<file path="config.mk">
export PLATFORM = sky130hd
export DESIGN_NAME = flat_json_object_scanner_flat
export DESIGN_NICKNAME = d
export VERILOG_FILES = /design/src/fjs_pkg.sv /design/src/fjs_if.sv /design/src/fjs_in_stage.sv /design/src/fjs_scan_core.sv /design/src/fjs_out_stage.sv /design/src/flat_json_object_scanner.sv /design/src/flat_wrapper.sv
export SDC_FILE = /design/constraint.sdc
export NUM_CORES = 1
export LEC_CHECK = 0
export BUFFER_PORTS_ARGS = -buffer_cell sky130_fd_sc_hd__buf_2
export CAP_MARGIN = 20
export CORE_MARGIN = 1.5
export CORE_UTILIZATION = 50
export DETAILED_ROUTE_END_ITERATION = 8
export PLACE_DENSITY = 0.68
export SLEW_MARGIN = 25
export SYNTH_ARGS = -nofsm -noshare
export SYNTH_HDL_FRONTEND = slang
export SYNTH_SLANG_ARGS = --single-unit
</file>
<file path="constraint.sdc">
create_clock -name i_clk -period 10.81 [get_ports i_clk]
set_input_delay 0.5405 -clock i_clk [delete_from_list [all_inputs] [get_ports i_clk]]
set_output_delay 0.5405 -clock i_clk [all_outputs]
set_load 0.01 [all_outputs]
</file>
<file path="src/fjs_pkg.sv">
// ----------------------------------------------------------------------------
// Flat JSON object scanner package
// Shared types, character codes, event codes and helper functions.
// ----------------------------------------------------------------------------
package fjs_pkg;

    localparam int COUNT_BITS = 16;
    localparam int NUM_W      = 32;

    // Character codes of the grammar.
    localparam logic [7:0] CH_LBRACE = 8'h7B;
    localparam logic [7:0] CH_RBRACE = 8'h7D;
    localparam logic [7:0] CH_QUOTE  = 8'h22;
    localparam logic [7:0] CH_COLON  = 8'h3A;
    localparam logic [7:0] CH_COMMA  = 8'h2C;
    localparam logic [7:0] CH_SPACE  = 8'h20;
    localparam logic [7:0] CH_MINUS  = 8'h2D;
    localparam logic [7:0] CH_ZERO   = 8'h30;
    localparam logic [7:0] CH_NINE   = 8'h39;
    localparam logic [7:0] CH_TILDE  = 8'h7E;

    localparam logic [NUM_W-1:0] DECIMAL_BASE = NUM_W'(10);

    // Event codes carried on each result word.
    localparam logic [2:0] EV_NONE     = 3'd0;
    localparam logic [2:0] EV_KEY_CHAR = 3'd1;
    localparam logic [2:0] EV_KEY_END  = 3'd2;
    localparam logic [2:0] EV_STR_CHAR = 3'd3;
    localparam logic [2:0] EV_STR_END  = 3'd4;
    localparam logic [2:0] EV_NUM_END  = 3'd5;

    typedef enum logic [3:0] {
        PH_OPEN,
        PH_FIRSTPOS,
        PH_KEYPOS,
        PH_KEYF,
        PH_KEYM,
        PH_COLON,
        PH_VSPACE,
        PH_VSTART,
        PH_STRF,
        PH_STRM,
        PH_NUM,
        PH_AFTVAL,
        PH_AFTCOMMA,
        PH_CLOSED,
        PH_CLOSED_EMPTY,
        PH_ERROR
    } t_phase;

    typedef struct packed {
        logic [7:0] text_byte;
        logic       last_byte;
    } t_item;

    typedef struct packed {
        logic [2:0]              event_res;
        logic [7:0]              char_out;
        logic signed [NUM_W-1:0] number_value;
        logic                    finished;
        logic                    text_valid;
    } t_result;

    function automatic logic is_text_char(input logic [7:0] b);
        return (b >= CH_SPACE) && (b <= CH_TILDE) && (b != CH_QUOTE);
    endfunction

    function automatic logic is_digit(input logic [7:0] b);
        return (b >= CH_ZERO) && (b <= CH_NINE);
    endfunction

endpackage

</file>
<file path="src/fjs_if.sv">
// ----------------------------------------------------------------------------
// Flat JSON object scanner channels
// Valid/ready channels for text bytes in and scan results out.
// ----------------------------------------------------------------------------
interface fjs_in_if;
    logic       valid;
    logic       ready;
    logic [7:0] text_byte;
    logic       last_byte;

    modport source (output valid, output text_byte, output last_byte, input ready);
    modport sink   (input valid, input text_byte, input last_byte, output ready);
endinterface

interface fjs_out_if;
    logic               valid;
    logic               ready;
    logic [2:0]         event_res;
    logic [7:0]         char_out;
    logic signed [31:0] number_value;
    logic               finished;
    logic               text_valid;

    modport source (
        output valid, output event_res, output char_out, output number_value,
        output finished, output text_valid, input ready
    );
    modport sink (
        input valid, input event_res, input char_out, input number_value,
        input finished, input text_valid, output ready
    );
endinterface

</file>
<file path="src/fjs_in_stage.sv">
// ----------------------------------------------------------------------------
// Input register
// Captures one text byte per cycle unless stalled; refills in the cycle it is drained.
// ----------------------------------------------------------------------------
module fjs_in_stage
    import fjs_pkg::*;
(
    input  logic  i_clk,
    input  logic  i_rst_n,
    input  logic  i_valid,
    output logic  o_ready,
    input  t_item i_item,
    output logic  o_valid,
    input  logic  i_take,
    output t_item o_item
);

    logic  r_valid;
    t_item r_item;

    // No word is taken while reset is held.
    assign o_ready = i_rst_n && (!r_valid || i_take);
    assign o_valid = r_valid;
    assign o_item  = r_item;

    always_ff @(posedge i_clk) begin
        if (!i_rst_n) begin
            r_valid <= 1'b0;
        end else if (o_ready) begin
            r_valid <= i_valid;
        end
    end

    always_ff @(posedge i_clk) begin
        if (o_ready && i_valid) begin
            r_item <= i_item;
        end
    end

endmodule

</file>
<file path="src/fjs_scan_core.sv">
// ----------------------------------------------------------------------------
// Scan core
// Grammar state machine, pair/comma counters and decimal accumulator.
// ----------------------------------------------------------------------------
module fjs_scan_core
    import fjs_pkg::*;
(
    input  logic    i_clk,
    input  logic    i_rst_n,
    input  logic    i_fire,
    input  t_item   i_item,
    output t_result o_result
);

    localparam logic [COUNT_BITS-1:0] CNT_ONE = COUNT_BITS'(1);

    t_phase                  r_phase, n_phase;
    logic [COUNT_BITS-1:0]   r_pair, n_pair;
    logic [COUNT_BITS-1:0]   r_comma, n_comma;
    logic [NUM_W-1:0]        r_acc, n_acc;
    logic                    r_neg, n_neg;

    logic [7:0]              b;
    logic [7:0]              digit;
    logic [NUM_W-1:0]        digit_ext;
    logic                    b_text;
    logic                    b_digit;
    t_phase                  kp_phase;
    t_phase                  vs_phase;
    logic [NUM_W-1:0]        vs_acc;
    logic                    vs_neg;
    t_phase                  av_phase;
    logic                    av_comma;
    t_phase                  step_phase;
    logic [COUNT_BITS-1:0]   step_pair;
    logic [COUNT_BITS-1:0]   step_comma;
    logic [NUM_W-1:0]        step_acc;
    logic                    step_neg;
    logic [2:0]              ev;
    logic [7:0]              ch;
    logic [NUM_W-1:0]        num;

    assign b         = i_item.text_byte;
    assign digit     = b - CH_ZERO;
    assign digit_ext = {{(NUM_W-8){1'b0}}, digit};
    assign b_text    = is_text_char(b);
    assign b_digit   = is_digit(b);

    // Shared sub-decisions: key position, value start, after a value.
    always_comb begin
        kp_phase = (b == CH_QUOTE)  ? PH_KEYF :
                   (b == CH_RBRACE) ? PH_CLOSED : PH_ERROR;

        vs_acc   = '0;
        vs_neg   = 1'b0;
        vs_phase = PH_ERROR;
        if (b == CH_QUOTE) begin
            vs_phase = PH_STRF;
        end else if (b == CH_MINUS) begin
            vs_phase = PH_NUM;
            vs_neg   = 1'b1;
        end else if (b_digit) begin
            vs_phase = PH_NUM;
            vs_acc   = digit_ext;
        end

        av_comma = (b == CH_COMMA);
        av_phase = av_comma ? PH_AFTCOMMA :
                   (b == CH_SPACE) ? PH_KEYPOS : kp_phase;
    end

    // Next state.
    always_comb begin
        step_phase = r_phase;
        step_pair  = r_pair;
        step_comma = r_comma;
        step_acc   = r_acc;
        step_neg   = r_neg;
        unique case (r_phase)
            PH_OPEN: begin
                step_phase = (b == CH_LBRACE) ? PH_FIRSTPOS : PH_ERROR;
            end
            PH_FIRSTPOS: begin
                step_phase = (b == CH_RBRACE) ? PH_CLOSED_EMPTY :
                             (b == CH_QUOTE)  ? PH_KEYF : PH_ERROR;
            end
            PH_KEYPOS: begin
                step_phase = kp_phase;
            end
            PH_KEYF, PH_KEYM: begin
                if (b_text) begin
                    step_phase = PH_KEYM;
                end else if (b == CH_QUOTE && r_phase == PH_KEYM) begin
                    step_phase = PH_COLON;
                end else begin
                    step_phase = PH_ERROR;
                end
            end
            PH_COLON: begin
                step_phase = (b == CH_COLON) ? PH_VSPACE : PH_ERROR;
            end
            PH_VSPACE, PH_VSTART: begin
                if (b == CH_SPACE && r_phase == PH_VSPACE) begin
                    step_phase = PH_VSTART;
                end else begin
                    step_phase = vs_phase;
                    step_acc   = vs_acc;
                    step_neg   = vs_neg;
                end
            end
            PH_STRF, PH_STRM: begin
                if (b_text) begin
                    step_phase = PH_STRM;
                end else if (b == CH_QUOTE && r_phase == PH_STRM) begin
                    step_phase = PH_AFTVAL;
                    step_pair  = r_pair + CNT_ONE;
                end else begin
                    step_phase = PH_ERROR;
                end
            end
            PH_NUM: begin
                if (b_digit) begin
                    step_acc = r_acc * DECIMAL_BASE + digit_ext;
                end else begin
                    step_pair  = r_pair + CNT_ONE;
                    step_phase = av_phase;
                    if (av_comma) begin
                        step_comma = r_comma + CNT_ONE;
                    end
                end
            end
            PH_AFTVAL: begin
                step_phase = av_phase;
                if (av_comma) begin
                    step_comma = r_comma + CNT_ONE;
                end
            end
            PH_AFTCOMMA: begin
                step_phase = (b == CH_SPACE) ? PH_KEYPOS : kp_phase;
            end
            default: begin
                // Closed object, or an error already seen: any further byte is an error.
                step_phase = PH_ERROR;
            end
        endcase

        // The last byte of a text restarts the scanner.
        if (i_item.last_byte) begin
            n_phase = PH_OPEN;
            n_pair  = '0;
            n_comma = '0;
            n_acc   = '0;
            n_neg   = 1'b0;
        end else begin
            n_phase = step_phase;
            n_pair  = step_pair;
            n_comma = step_comma;
            n_acc   = step_acc;
            n_neg   = step_neg;
        end
    end

    // Result word.
    always_comb begin
        ev  = EV_NONE;
        ch  = '0;
        num = '0;
        unique case (r_phase)
            PH_KEYF, PH_KEYM: begin
                if (b_text) begin
                    ev = EV_KEY_CHAR;
                    ch = b;
                end else if (b == CH_QUOTE && r_phase == PH_KEYM) begin
                    ev = EV_KEY_END;
                end
            end
            PH_STRF, PH_STRM: begin
                if (b_text) begin
                    ev = EV_STR_CHAR;
                    ch = b;
                end else if (b == CH_QUOTE && r_phase == PH_STRM) begin
                    ev = EV_STR_END;
                end
            end
            PH_NUM: begin
                // The byte that ends the digits reports the number even if it is bad.
                if (!b_digit) begin
                    ev  = EV_NUM_END;
                    num = r_neg ? (NUM_W'(0) - r_acc) : r_acc;
                end
            end
            default: begin
                ev = EV_NONE;
            end
        endcase

        o_result.event_res    = ev;
        o_result.char_out     = ch;
        o_result.number_value = num;
        o_result.finished     = i_item.last_byte;
        o_result.text_valid   = i_item.last_byte &&
            ((step_phase == PH_CLOSED_EMPTY) ||
             (step_phase == PH_CLOSED && step_comma == (step_pair - CNT_ONE)));
    end

    always_ff @(posedge i_clk) begin
        if (!i_rst_n) begin
            r_phase <= PH_OPEN;
            r_pair  <= '0;
            r_comma <= '0;
            r_acc   <= '0;
            r_neg   <= 1'b0;
        end else if (i_fire) begin
            r_phase <= n_phase;
            r_pair  <= n_pair;
            r_comma <= n_comma;
            r_acc   <= n_acc;
            r_neg   <= n_neg;
        end
    end

endmodule

</file>
<file path="src/fjs_out_stage.sv">
// ----------------------------------------------------------------------------
// Result register
// Holds one result word until the consumer takes it.
// ----------------------------------------------------------------------------
module fjs_out_stage
    import fjs_pkg::*;
(
    input  logic    i_clk,
    input  logic    i_rst_n,
    input  logic    i_valid,
    output logic    o_ready,
    input  t_result i_result,
    output logic    o_valid,
    input  logic    i_ready,
    output t_result o_result
);

    logic    r_valid;
    t_result r_result;

    assign o_ready  = !r_valid || i_ready;
    assign o_valid  = r_valid;
    assign o_result = r_result;

    always_ff @(posedge i_clk) begin
        if (!i_rst_n) begin
            r_valid <= 1'b0;
        end else if (o_ready) begin
            r_valid <= i_valid;
        end
    end

    always_ff @(posedge i_clk) begin
        if (o_ready && i_valid) begin
            r_result <= i_result;
        end
    end

endmodule

</file>
<file path="src/flat_json_object_scanner.sv">
// An accepted byte is held in the input register, then loaded into the result
// register, from which its result word is offered.
// Throughput: one byte per cycle unless the consumer stalls; the grammar state,
// counters and the multiply-by-ten accumulate all update in the single cycle a
// byte leaves the input register for the result register.
// Reset: synchronous, active low; the scanner waits for an opening brace,
// both registers are empty and no byte is accepted while reset is held.
// ----------------------------------------------------------------------------
// Flat JSON object scanner
// Checks a byte stream against a flat object grammar and reports keys,
// string values, decoded numbers and a final pass/fail word per text.
// ----------------------------------------------------------------------------
module flat_json_object_scanner
    import fjs_pkg::*;
(
    input  logic        i_clk,
    input  logic        i_rst_n,
    fjs_in_if.sink      i_text,
    fjs_out_if.source   o_result
);

    t_item   in_item;
    t_item   held_item;
    logic    held_valid;
    logic    out_ready;
    logic    fire;
    t_result step_result;
    t_result out_result;

    assign in_item.text_byte = i_text.text_byte;
    assign in_item.last_byte = i_text.last_byte;
    assign fire              = held_valid && out_ready;

    fjs_in_stage u_in_stage (
        .i_clk   (i_clk),
        .i_rst_n (i_rst_n),
        .i_valid (i_text.valid),
        .o_ready (i_text.ready),
        .i_item  (in_item),
        .o_valid (held_valid),
        .i_take  (out_ready),
        .o_item  (held_item)
    );

    fjs_scan_core u_scan_core (
        .i_clk    (i_clk),
        .i_rst_n  (i_rst_n),
        .i_fire   (fire),
        .i_item   (held_item),
        .o_result (step_result)
    );

    fjs_out_stage u_out_stage (
        .i_clk    (i_clk),
        .i_rst_n  (i_rst_n),
        .i_valid  (held_valid),
        .o_ready  (out_ready),
        .i_result (step_result),
        .o_valid  (o_result.valid),
        .i_ready  (o_result.ready),
        .o_result (out_result)
    );

    assign o_result.event_res    = out_result.event_res;
    assign o_result.char_out     = out_result.char_out;
    assign o_result.number_value = out_result.number_value;
    assign o_result.finished     = out_result.finished;
    assign o_result.text_valid   = out_result.text_valid;

endmodule

</file>
<file path="src/flat_wrapper.sv">
// flat-port wrapper written by rule: the top's interface ports become plain ports
module flat_json_object_scanner_flat import fjs_pkg::*;
  (i_clk, i_rst_n, i_text_valid, i_text_text_byte, i_text_last_byte, i_text_ready, o_result_valid, o_result_event_res, o_result_char_out, o_result_number_value, o_result_finished, o_result_text_valid, o_result_ready);
  fjs_in_if i_text_i ();
  fjs_out_if o_result_i ();
  input  logic i_clk;
  input  logic i_rst_n;
  input wire logic [$bits(i_text_i.valid)-1:0] i_text_valid;
  input wire logic [$bits(i_text_i.text_byte)-1:0] i_text_text_byte;
  input wire logic [$bits(i_text_i.last_byte)-1:0] i_text_last_byte;
  output wire logic [$bits(i_text_i.ready)-1:0] i_text_ready;
  output wire logic [$bits(o_result_i.valid)-1:0] o_result_valid;
  output wire logic [$bits(o_result_i.event_res)-1:0] o_result_event_res;
  output wire logic [$bits(o_result_i.char_out)-1:0] o_result_char_out;
  output wire logic [$bits(o_result_i.number_value)-1:0] o_result_number_value;
  output wire logic [$bits(o_result_i.finished)-1:0] o_result_finished;
  output wire logic [$bits(o_result_i.text_valid)-1:0] o_result_text_valid;
  input wire logic [$bits(o_result_i.ready)-1:0] o_result_ready;
  assign i_text_i.valid = i_text_valid;
  assign i_text_i.text_byte = i_text_text_byte;
  assign i_text_i.last_byte = i_text_last_byte;
  assign i_text_ready = i_text_i.ready;
  assign o_result_valid = o_result_i.valid;
  assign o_result_event_res = o_result_i.event_res;
  assign o_result_char_out = o_result_i.char_out;
  assign o_result_number_value = o_result_i.number_value;
  assign o_result_finished = o_result_i.finished;
  assign o_result_text_valid = o_result_i.text_valid;
  assign o_result_i.ready = o_result_ready;
  flat_json_object_scanner u_core (.i_clk(i_clk), .i_rst_n(i_rst_n), .i_text(i_text_i), .o_result(o_result_i));
endmodule
</file>
Word-level counts from Yosys, hierarchy flattened
Index checks and enable logic that the tools add are counted.

operators by class
  $add $sub $neg = 6
  multipliers = 1
  magnitude comparators = 4
  eq/ne operators = 26
  mux-type cells = 47
  bitwise logic cells = 1
  reduce and logical (&&, ||, !) cells = 27

operators with widths
  operator                                                           number
  two-way mux 32 bit                                                 4
  two-way mux 16 bit                                                 7
  one-hot mux 16 bit (2 select lines)                                2
  one-hot mux 32 bit (2 select lines)                                1
  two-way mux 4 bit                                                  12
  == test 8 x 6 -> 1 bit, second input constant                      5
  one-hot mux 4 bit (10 select lines)                                1
  adder 16 x 1 -> 16 bit, second input constant                      2
  adder 32 x 8 -> 32 bit                                             1
  multiplier 32 x 3 -> 31 bit, second input constant                 1
  subtractor 1 x 32 -> 32 bit, first input constant                  1
  == test 4 bit, second input constant                               7
  two-way mux 3 bit                                                  8
  two-way mux 8 bit                                                  3
  == test 16 bit                                                     1
  == test 4 x 3 -> 1 bit, second input constant                      4
  == test 8 x 7 -> 1 bit, second input constant                      2
  greater-or-equal comparator 8 x 6 -> 1 bit, second input constant  2
  subtractor 16 x 1 -> 16 bit, second input constant                 1
  logical AND 1 bit                                                  11
  one-hot mux 3 bit (3 select lines)                                 1
  == test 4 x 2 -> 1 bit, second input constant                      2
  less-or-equal comparator 8 x 6 -> 1 bit, second input constant     1
  less-or-equal comparator 8 x 7 -> 1 bit, second input constant     1
  other kinds (18)                                                   31

word-level totals
  register bits after elaboration = 125
  bits of input ports = 13
  output and inout port bits = 47
  word-level logic and storage cells = 126

Depth between registers and ports, before layout
Gate-level depths: netlist (run 1).

  depth in word-level cells = 11
  depth in mapped cells = 16
  gate-level depth less buffers = 15

Hierarchy
A second synthesis (run 1) with hierarchy kept.

second synthesis, totals
  cells, all modules = 1237
  area, all modules = 10085.9 sq um

modules (own cells, without submodules)
  module                    times used  cells each  area each (sq um)  seq. area each (sq um)
  fjs_scan_core             1           1171        8343.0             1381.3
  fjs_out_stage             1           50          1408.9             1371.3
  fjs_in_stage              1           15          327.8              290.3
  flat_json_object_scanner  1           1           6.3                0.0

Worst setup path after synthesis (run 1)
Ideal clock, no wire load.

  path type = reg2reg
  start point = reg u_core.u_scan_core.r_acc[1]
  end point = reg u_core.u_scan_core.r_acc[29]
  library setup time = 0.117 ns
  data arrival time = 3.536 ns
  required time = 10.693 ns
  setup slack = 7.157 ns
  stages on the path, launching flop included = 15
  buffers on the path = 0
  period minus slack after synthesis = 3.653 ns
  path through = dfxtp_1 -> ha_1 -> ha_1 -> inv_1 -> fa_1 -> nand2b_1 -> a21oi_1 -> o21ai_0 -> o21ai_0 -> a21oi_1 -> xor2_1 -> nor4_1 -> nand2_1 -> or3_1 -> a32o_1

on the way
  word-level cells in the longest chain between the ends = 5

RTL lines
  element                              RTL line              text
  start, declared                      fjs_scan_core.sv:20   logic [NUM_W-1:0] r_acc, n_acc;
  start signal, assigned               fjs_scan_core.sv:217  r_acc <= n_acc;
  multiplier 32 x 3 -> 31 bit          fjs_scan_core.sv:123  step_acc = r_acc * DECIMAL_BASE + digit_ext;
  adder 32 x 8 -> 32 bit               fjs_scan_core.sv:123
  two-way mux 32 bit                   fjs_scan_core.sv:122  if (b_digit) begin
  one-hot mux 32 bit (2 select lines)  fjs_scan_core.sv:79   unique case (r_phase)
  two-way mux 32 bit                   fjs_scan_core.sv:148  if (i_item.last_byte) begin

No other way between the ends. The select of a mux whose other input is x is not followed.
A chain may end at the register's enable or synchronous reset.

==> results of run 1 <==
## routing by layer
layer | vias up | global-route usage
li1 | 4508 | -
met1 | 4313 | 0.3275
met2 | 239 | 0.4012
met3 | 53 | 0.03480
met4 | 0 | 0.09643
met5 | - | 0
## flip-flops by register name (all words and copies together), names as in the netlist
signal	flops
u_core.u_scan_core.r_comma	16
u_core.u_scan_core.r_phase	4
u_core.u_in_stage.o_item	9
u_core.u_in_stage.o_valid	1
u_core.u_scan_core.r_neg	1
u_core.u_out_stage.o_valid	1
u_core.u_out_stage.o_result	45
u_core.u_scan_core.r_pair	16
u_core.u_scan_core.r_acc	32
## power by group through the flow
stage	sequential [W]	clock [W]	combinational (W)
floorplan	0.000519	0	0.0000475
global placement	0.000521	0	0.0000693
detailed placement	0.000521	0	0.0000683
CTS	0.000511	0.000522	0.0000687
global route	0.000512	0.000540	0.0000748
finish	0.000511	0.000515	0.0000689
## cell usage after synthesis (9+ instances only)
library cell / count / area (sq um)
a21boi_0: 17 / 127.6
a21o_1: 10 / 75.07
a21oi_1: 61 / 305.3
a22oi_1: 30 / 225.2
a31oi_1: 9 / 56.30
and2_1: 28 / 175.2
and3_1: 14 / 87.58
clkbuf_1: 51 / 191.4
dfxtp_1: 71 / 1421
edfxtp_1: 54 / 1622
ha_1: 68 / 850.8
inv_1: 26 / 97.59
nand2_1: 96 / 360.4
nand2b_1: 12 / 75.07
nand3_1: 37 / 185.2
nand4_1: 15 / 93.84
nor2_1: 109 / 409.1
nor2b_1: 46 / 287.8
nor3_1: 46 / 230.2
nor4_1: 16 / 100.1
o211ai_1: 10 / 75.07
o21a_1: 11 / 82.58
o21ai_0: 87 / 435.4
o31ai_1: 14 / 105.1
or2_2: 9 / 56.30
or3_1: 27 / 168.9
xnor2_1: 67 / 586.8
xor2_1: 56 / 490.5
## layout make-up
type | count | area (sq um) | share of cell area
Sequential cell | 125 | 3044 | 0.2745
Clock buffer | 17 | 425.4 | 0.03837
Tap cell | 270 | 337.8 | 0.03047
Inverter | 27 | 101.3 | 0.009140
Clock inverter | 15 | 102.6 | 0.009253
Timing Repair Buffer | 67 | 355.3 | 0.03205
Multi-Input combinational cell | 1007 | 6721 | 0.6062
## per-stage QoR
stage          power (W)  area (sq um)    util  hold slack [ns]
2_1_floorplan  0.0005663         10210       -           0.4244
3_3_place_gp   0.0005900         10560  0.5251           0.4953
3_5_place_dp   0.0005892         10560  0.5251           0.4914
4_1_cts         0.001102         11080  0.5513           0.2665
5_1_grt         0.001126         11090  0.5515           0.2660
6_report        0.001095         11090  0.5515           0.2803
## cells by family (layout without fill, tap and decap cells)
| logic type | after synthesis | in the layout | share of synthesized area |
|---|---|---|---|
| compound gates | 307 | 307 | 0.1965 |
| buf+inv | 94 | 126 | 0.04375 |
| mux | 9 | 9 | 0.008947 |
| flops | 125 | 125 | 0.2981 |
| xor+xnor | 125 | 125 | 0.1093 |
| other cells | 1 | 1 | 0.0003673 |
| simple gates | 495 | 495 | 0.2558 |
| fa+ha+maj | 70 | 70 | 0.08727 |
## path summary, 6_finish.rpt
path              slack [ns]  depth (start not counted)                             end
setup / recovery        6.18                         13  u_core.u_out_stage.o_result[0]
setup reg to reg        6.18                         13  u_core.u_out_stage.o_result[0]
hold / removal          0.28                          1     u_core.u_in_stage.o_item[0]
hold reg to reg         0.49                          2    u_core.u_scan_core.r_acc[31]
==> results.yml, run 1 <==
run:
  max_cap_violations: 0
cts:
  hold_buffers: 0
  cts-htree-levels: 4
  cts_tree: "done"
  cts_root_buffer: "clkbuf_16"
  cts_sinks: 125
  worstSkewPairLatency_ns: 0.43
  postCtsResizedCells: 0
  postCtsSetupBuffers: 0
  ctsLongestPathBuffers: 2
  cts_buffers: 17
  path_clk_slew_ns: 0.06
synth:
  syn_nets: 1309
  netlist_instances: 1226
  async_flop_share: 0
  synth_area_sq_um: 10210
  ys_seq_elements: 125
  yosysUniqueCellTypes: 91
  synth_area_per_cell_sq_um: 8.327
  ys_warn_count: 0
  yosys_most_used_dff: "dfxtp_1"
  seq_area_frac_synth: 0.2981
  synth_edf_count: 54
floorplanning:
  fp.dieArea_sq_um: 21280
  die_h_um: 145.9
  start_util: 0.5078
  io_pins: 60
  fp.dieW_um: 145.9
  std_cell_rows: 52
  fp.coreArea_sq_um: 20100
place:
  portBuffers: 59
  finalWeightedCongestion: 0.9186
  placed_cells: 1496
  pre_cts_ws_ns: 6.237
  dp_hpwl_um: 18920
detailed_routing:
  routed.top_layer: "met4"
  postRouteAntennaNets: 0
  wl_met1_um: 11940
  drc: 0
  wl_met3_um: 1045
  via_per_inst: 5.964
  met2_length_um: 12300
  vias: 9113
  first_iter_violations: 600
  drt_first_pass_iters: 5
  routedWlPerCell_um: 16.93
  wirelength_um: 25880
worst_setup_path:
  cpMaxStageDelayCell: "nor2_1"
  critPathLaunchType: "flop"
  critPathKind: "reg2reg"
  timing.rr.start: "u_core.u_scan_core.r_phase[0]"
  cpPeakStageDelay_ns: 0.73
  startpoint: "u_core.u_scan_core.r_phase[0]"
  crit_buf_inv: 1
  endpoint_kind: "flop"
  worstPathMaxFanout: 21
  crit_chain: "nand4bb_1 > a31oi_1 > nor2_1 > clkinv_1 > xnor2_1 > ha_1 > xnor2_1 > xnor2_1 > xnor2_1 > nand3_1 > nor4_1 > o2111ai_1 > o41ai_2"
  cp_top_family: "simple AND/OR/NAND/NOR gates"
  cp.required_ns: 11.06
  cpMostUsedCell: "xnor2_1"
  critPathArrivalTime_ns: 4.88
power:
  comb_power_share: 0.063
  irDropWorstVdd_uv: 91.54
  p_sw_w: 0.0002783
  power_frac_seq: 0.467
  power_density_nw_per_um2: 98.75
  intPower_w: 0.0008166
  p_sw_frac: 0.2542
  power_leakage_nw: 4.246
  pwr-share-clk: 0.470
sta:
  maxSlewHeadroom: 0.3174
  fin_crit_sh: 0.4284
  grt_setup_unrepaired: "no"
  maxSlewViolCount: 0
  worst_slack_ns: 6.179
  setup_tns_ns: 0
  setup_viol: 0
  fmax_mhz: 216.0
  fin_crit_ns: 4.631
  tightestPinTransition_ns: 1.015
  hold_viol: 0
  final.setup_skew_ns: 0.01006
finish:
  mostFrequentLayoutCells: "nor2_1, nand2_1, o21ai_0, dfxtp_1, ha_1"
  mostFrequentLayoutCell: "nor2_1"
  finalNetCount: 1328
  fill_cells: 1836
  n_antenna_cell: 0
  area_delta_synth_final_pct: 8.616
  drive_gt1_frac: 0.1049
  instances_no_fill: 1528
min_path:
  min_path_type: "in2reg"
  holdCritStartpoint: "i_text_last_byte"
grt:
  grt_pass1_wl_um: 42550
  grt_use_total: 0.2453
  grt_pass1_vias: 8380
  grt-ovfl-total: 0
  grt_max_degree: 68
  antenna_found_initial: 0
status:
  status: "completed"
Power figures use the tool's default switching activity.
==> run 2, diff against run 1 <==
--- a/config.mk
+++ b/config.mk
@@ -5,12 +5,13 @@
 export SDC_FILE = /design/constraint.sdc
 export NUM_CORES = 1
 export LEC_CHECK = 0
+export ABC_AREA = 1
 export BUFFER_PORTS_ARGS = -buffer_cell sky130_fd_sc_hd__buf_2
 export CAP_MARGIN = 20
 export CORE_MARGIN = 1.5
 export CORE_UTILIZATION = 50
 export DETAILED_ROUTE_END_ITERATION = 8
-export PLACE_DENSITY = 0.68
+export PLACE_DENSITY = 0.7
 export SLEW_MARGIN = 25
 export SYNTH_ARGS = -nofsm -noshare
 export SYNTH_HDL_FRONTEND = slang
==> constraint.sdc (replaced) <==
create_clock -name i_clk -period 3.8 [get_ports i_clk]
set_input_delay 0.19 -clock i_clk [delete_from_list [all_inputs] [get_ports i_clk]]
set_output_delay 0.19 -clock i_clk [all_outputs]
set_load 0.01 [all_outputs]
==> run 2 against run 1 <==
Net effect:
- wire length rose by 13%
- cell count rose by 29%
- worst hold slack got worse by 0.26 ns
- critical path depth rose by 8
- critical path type unchanged
- clock skew barely moved
- count of clock-buffer cells in the layout rose by 1
- synthesized cell count rose by 32%
- first-iteration DRC count rose by 40%
- critical endpoint is now u_core.u_scan_core.r_acc[28]
- register-to-register slack got worse by 5.9 ns
- via count rose by 18%
- worst setup slack got worse by 5.9 ns
- highest routed layer unchanged
==> results.yml, run 2 <==
status:
  status: "completed"
worst_setup_path:
  critPathLaunchType: "flop"
  endpoint_kind: "flop"
  cp.required_ns: 4.11
  critPathArrivalTime_ns: 3.85
  r2r_setup_slack_ns: 0.25
  timing.rr.start: "u_core.u_scan_core.r_acc[3]"
  worstPathMaxFanout: 6
  cp-endpoint: "u_core.u_scan_core.r_acc[28]"
  startpoint: "u_core.u_scan_core.r_acc[3]"
  r2r_end: "u_core.u_scan_core.r_acc[28]"
  reg2reg_depth: 21
  critPathKind: "reg2reg"
synth:
  synthAdderAreaFrac: 0.08380
  netlist_instances: 1618
  ys_warn_count: 0
  synth_compound_area_frac: 0.1303
  synth_top_area_cell: "nand2_1"
  synthMuxAreaShare: 0
  syn_nets: 1701
  synth.area.top_cells: "nand2_1, edfxtp_1, dfxtp_1"
  synth_area_per_cell_sq_um: 6.570
  async_flop_share: 0
  yosysUniqueCellTypes: 58
  synth_top_family_by_area: "simple AND/OR/NAND/NOR gates"
  synth_top_area_frac: 0.1621
  ys_seq_elements: 125
  synth_area_sq_um: 10630
  seq_area_frac_synth: 0.2863
  yosys_most_used_dff: "dfxtp_1"
  synth_edf_count: 54
  yosys-top-cells-count: "nand2_1, inv_1, nor2_1"
  synthSimpleGateAreaFrac: 0.3883
  synth.most_common_cell: "nand2_1"
  synth_xor_area_frac: 0.02954
floorplanning:
  io_pins: 60
  fp.dieArea_sq_um: 22140
  std_cell_rows: 53
  start_util: 0.5073
  die_h_um: 148.8
  fp.dieW_um: 148.8
  fp.coreArea_sq_um: 20960
place:
  placed_cells: 1929
  pre_cts_ws_ns: 0.1786
  dp_hpwl_um: 22000
  portBuffers: 59
  finalWeightedCongestion: 0.9158
detailed_routing:
  via_per_inst: 5.440
  vias: 10720
  first_iter_violations: 842
  drt_first_pass_iters: 8
  routedWlPerCell_um: 14.83
  wirelength_um: 29220
  postRouteAntennaNets: 0
  drc: 0
sta:
  fin_crit_ns: 3.546
  tightestPinTransition_ns: 1.037
  fmax_mhz: 282.0
  final.setup_skew_ns: 0.009812
  worst_slack_ns: 0.2537
  hold_viol: 0
  fin_crit_sh: 0.9332
  maxSlewHeadroom: 0.3079
  maxSlewViolCount: 0
  setup_viol: 0
finish:
  multi_input_area_sq_um: 6775
  register_area_sq_um: 3049
  mostFrequentLayoutCell: "nand2_1"
  largest_reg_flops: 45
  area_delta_synth_final_pct: 12.57
  n_antenna_cell: 0
  fill_cells: 2061
  finalNetCount: 1766
  instances_no_fill: 1971
  mostFrequentLayoutCells: "nand2_1, inv_1, nor2_1, a21oi_1, nand3_1"
  drive_gt1_frac: 0.1132
grt:
  grt_pass1_wl_um: 47760
  grt-ovfl-total: 0
  grt_pass1_vias: 9774
  grt_max_degree: 48
  grt_use_total: 0.2685
  antenna_found_initial: 0
power:
  p_total_w: 0.003533
  power_leakage_nw: 5.324
  irDropWorstVdd_uv: 328.4
  power_density_nw_per_um2: 295.3
cts:
  worstSkewPairLatency_ns: 0.43
  cts_sinks: 125
  cts_buffers: 17
  cts_tree: "done"
  path_clk_slew_ns: 0.06
  cts_root_buffer: "clkbuf_16"
  cts-htree-levels: 4
  ctsLongestPathBuffers: 2
min_path:
  min_path_type: "in2reg"
run:
  max_cap_violations: 0
[run 2: changes by cell type in the layout (fill, tap and decap cells not counted), moves of 15 or more]
cell and change:
a22oi_1 -29, and2_1 -27, nor2b_1 -46, nor2_1 +56
nand4_1 +15, nand2_1 +362, inv_1 +149, or3_1 -27
xor2_1 -38, a21oi_1 +79, a21boi_0 -17, nand3_1 +92
xnor2_1 -51
[run 2: stage by stage]
stage / utilization / cell area, sq um / TNS [ns] / hold slack, ns
finish: 0.5711 / 11970 / 0 / 0.02368
global route: 0.5711 / 11970 / -0.01469 / 0.05571
CTS: 0.5679 / 11900 / 0 / 0.02384
detailed placement: 0.5335 / 11180 / 0 / 0.3681
global placement: 0.5335 / 11180 / 0 / 0.3669
floorplan: - / 10630 / 0 / 0.2889
[run 2: final cells by class]
cell class | instances | share of cell area
multi-input combinational | 1273 | 0.5662
clock inverter | 14 | 0.01610
clock buffer | 18 | 0.03670
inverter | 188 | 0.05897
tap | 275 | 0.02875
sequential | 125 | 0.2548
timing repair buffer | 78 | 0.03848
[run 2: critical path: stages, from the launching register on]
cell and delay (ns):
dfxtp_2 0.35, ha_1 0.34, ha_4 0.28, a21oi_2 0.17, nand2_2 0.10, xor2_1 0.16
ha_1 0.33, nand2_1 0.06, inv_1 0.07, nand3_1 0.08, o21bai_1 0.21, nand2_1 0.11
nor2_2 0.10, nand2_1 0.10, nor2_4 0.19, nand3_2 0.13, nor2_4 0.19, nand2_1 0.11
nor2_2 0.11, nand3_1 0.08, nand3_1 0.09, a21oi_1 0.06
[run 2: how the worst min path moves through the flow]
stage | from | end | cells after the start
2_1_floorplan | i_text_last_byte | u_core.u_in_stage.o_item[0] | 0
3_3_place_gp | i_text_text_byte[6] | u_core.u_in_stage.o_item[7] | 1
3_5_place_dp | i_text_text_byte[0] | u_core.u_in_stage.o_item[1] | 1
4_1_cts | i_text_valid | u_core.u_in_stage.o_valid | 3
5_1_grt | i_text_valid | u_core.u_in_stage.o_valid | 3
6_report | i_text_valid | u_core.u_in_stage.o_valid | 3
[run 2: cell families after synthesis]
kind of cell    Yosys count
xor+xnor                 35
simple gates            909
compound gates          258
flops                   125
buf+inv                 220
other cells               1
fa+ha+maj                70
[run 2: power breakdown]
part / switching [W] / internal (W)
registers: 0.0000241 / 0.00143
clock network: 0.000657 / 0.00111
logic: 0.000210 / 0.0000966
total: 0.000892 / 0.00264
[run 2: metal layers]
layer / vias to the layer above / GRT usage / share of wire
li1: 5525 / - / -
met1: 4834 / 0.3601 / 0.47
met2: 318 / 0.4421 / 0.46
met3: 45 / 0.04465 / 0.056
met4: 0 / 0.08366 / 0.020
met5: - / 0 / 0
[run 2: repair_timing]
item,in CTS,in global routing
hold buffers,9,0
endpoints found under the hold margin,9,0
setup endpoints to repair,0,13
buffers inserted,0,1
gates resized for setup,0,17
==> run 3, diff against run 2 <==
--- a/config.mk
+++ b/config.mk
@@ -11,7 +11,7 @@
 export CORE_MARGIN = 1.5
 export CORE_UTILIZATION = 50
 export DETAILED_ROUTE_END_ITERATION = 8
-export PLACE_DENSITY = 0.7
+export PLACE_DENSITY_LB_ADDON = 0.2
 export SLEW_MARGIN = 25
 export SYNTH_ARGS = -nofsm -noshare
 export SYNTH_HDL_FRONTEND = slang
==> run 3 against run 2 <==
Net effect:
- register-to-register slack is essentially flat
- via count grew 0.60%
- sequential cell count is the same
- die area is the same
- worst setup slack gained 0.0048 ns
- global-route usage grew 0.27 points
- utilization shrank 0.11 points
- maximum frequency grew 0.13%
- largest cell class unchanged
==> results.yml, run 3 (same netlist as run 2, synthesis figures left out) <==
floorplanning:
  std_cell_rows: 53
  start_util: 0.5073
  fp.coreArea_sq_um: 20960
  die_h_um: 148.8
  fp.dieArea_sq_um: 22140
  fp.dieW_um: 148.8
  io_pins: 60
finish:
  mostFrequentLayoutCells: "nand2_1, inv_1, nor2_1, a21oi_1, nand3_1"
  area_delta_synth_final_pct: 12.35
  largest_reg_flops: 45
  finalNetCount: 1768
  drive_gt1_frac: 0.1113
  mostFrequentLayoutCell: "nand2_1"
  n_antenna_cell: 0
detailed_routing:
  first_iter_violations: 804
  drt_first_pass_iters: 5
  postRouteAntennaNets: 0
  drc: 0
  routedWlPerCell_um: 15.01
  wirelength_um: 29610
  vias: 10790
  via_per_inst: 5.467
cts:
  cts_sinks: 125
  worstSkewPairLatency_ns: 0.43
  ctsLongestPathBuffers: 2
  cts_root_buffer: "clkbuf_16"
  cts_buffers: 17
  path_clk_slew_ns: 0.07
  cts-htree-levels: 4
  cts_tree: "done"
grt:
  grt_use_total: 0.2712
  grt_max_degree: 46
  grt_pass1_wl_um: 48060
  antenna_found_initial: 0
  grt-ovfl-total: 0
  grt_pass1_vias: 9699
place:
  portBuffers: 59
  finalWeightedCongestion: 0.9544
  dp_hpwl_um: 22360
worst_setup_path:
  critPathArrivalTime_ns: 3.80
  reg2reg_depth: 20
  critPathKind: "reg2reg"
  endpoint_kind: "flop"
  cp_top_family: "simple AND/OR/NAND/NOR gates"
  r2r_setup_slack_ns: 0.26
  cp-endpoint: "u_core.u_scan_core.r_acc[28]"
  timing.rr.start: "u_core.u_scan_core.r_acc[7]"
  crit_buf_inv: 2
  cpPeakStageDelay_ns: 0.46
  r2r_end: "u_core.u_scan_core.r_acc[28]"
  startpoint: "u_core.u_scan_core.r_acc[7]"
  cp.required_ns: 4.06
  worstPathMaxFanout: 7
  cpMaxStageDelayCell: "dfxtp_1"
  path_depth: 20
  critPathLaunchType: "flop"
  cpMostUsedCell: "nand2_1"
  crit_chain: "ha_1 > ha_1 > a21oi_1 > inv_1 > nor2_1 > nand2_1 > nand2_1 > nand2_1 > nand2_1 > inv_1 > nor2_1 > nand2_1 > nor2_1 > nand3_2 > nor2_4 > nand2_1 > nor2_2 > nand3_1 > nand3_1 > a21oi_1"
sta:
  holdWs_ns: 0.01919
  grt_setup_unrepaired: "no"
  fmax_mhz: 282.4
  fin_crit_ns: 3.542
  hold_viol: 0
  maxSlewHeadroom: 0.3861
  setup_viol: 0
  maxSlewViolCount: 0
  fin_crit_sh: 0.9320
  setup_tns_ns: 0
  final.setup_skew_ns: 0.01278
  tightestPinTransition_ns: 0.9208
power:
  power_density_nw_per_um2: 289.9
  irDropWorstVdd_uv: 328.4
  power_leakage_nw: 5.318
min_path:
  holdCritStartpoint: "i_text_valid"
  min_path_type: "in2reg"
run:
  max_cap_violations: 0
status:
  status: "completed"
[run 3: changes by cell type in the layout (fill, tap and decap cells not counted), sizes merged]
cell      change
bufinv        -1
buf           +2
clkinv        -1
clkinvlp      +1
clkbuf        +1
[run 3: routing by layer]
layer	share of wire	vias up	track usage
met4	0.018	0	0.08812
li1	-	5508	-
met3	0.057	39	0.03272
met1	0.46	4892	0.3694
met2	0.46	347	0.4472
met5	0	-	0
[run 3: area by class of cell]
| cell class | count | area (sq um) |
|---|---|---|
| Fill cell | 2051 | 9012 |
| Clock inverter | 13 | 166.4 |
| Timing Repair Buffer | 80 | 475.5 |
| Sequential cell | 125 | 3048 |
| Tap cell | 275 | 344.1 |
| Inverter | 188 | 705.7 |
| Multi-Input combinational cell | 1273 | 6760 |
| Clock buffer | 19 | 442.9 |
[run 3: timing repair]
action,in CTS,in global routing
hold buffers,9,0
resized for setup,0,11
buffers inserted,0,3
endpoints found under the setup margin,0,12
endpoints found under the hold margin,9,0
[run 3: worst min-delay path, delay by kind of cell]
kind	cells	cell delay, ns
buffers and inverters	2	0.15
AO/OA/AOI/OAI	1	0.06
[run 3: how the worst min path moves through the flow]
stage,cells past startpoint,end
2_1_floorplan,0,u_core.u_in_stage.o_item[0]
4_1_cts,3,u_core.u_in_stage.o_valid
6_report,3,u_core.u_in_stage.o_valid
5_1_grt,3,u_core.u_in_stage.o_valid
3_5_place_dp,1,u_core.u_in_stage.o_item[7]
3_3_place_gp,1,u_core.u_in_stage.o_item[3]
[run 3: where the power goes]
| group | switching, W | leakage [nW] | internal [W] |
|---|---|---|---|
| clock | 0.000645 | 0.278 | 0.00105 |
| sequential | 0.0000247 | 1.09 | 0.00143 |
| combinational | 0.000212 | 3.95 | 0.0000983 |
[run 3: per-stage QoR]
step	cells	utilization	setup WS [ns]	total power (W)	instance area [sq um]
floorplan	1618	-	0.5584	0.001684	10630
global placement	1929	0.5335	0.2111	0.001777	11180
detailed placement	1929	0.5335	0.1765	0.001776	11180
CTS	1970	0.5669	0.1299	0.003470	11880
global route	1973	0.5699	0.004326	0.003577	11940
finish	1973	0.5699	0.2584	0.003462	11940
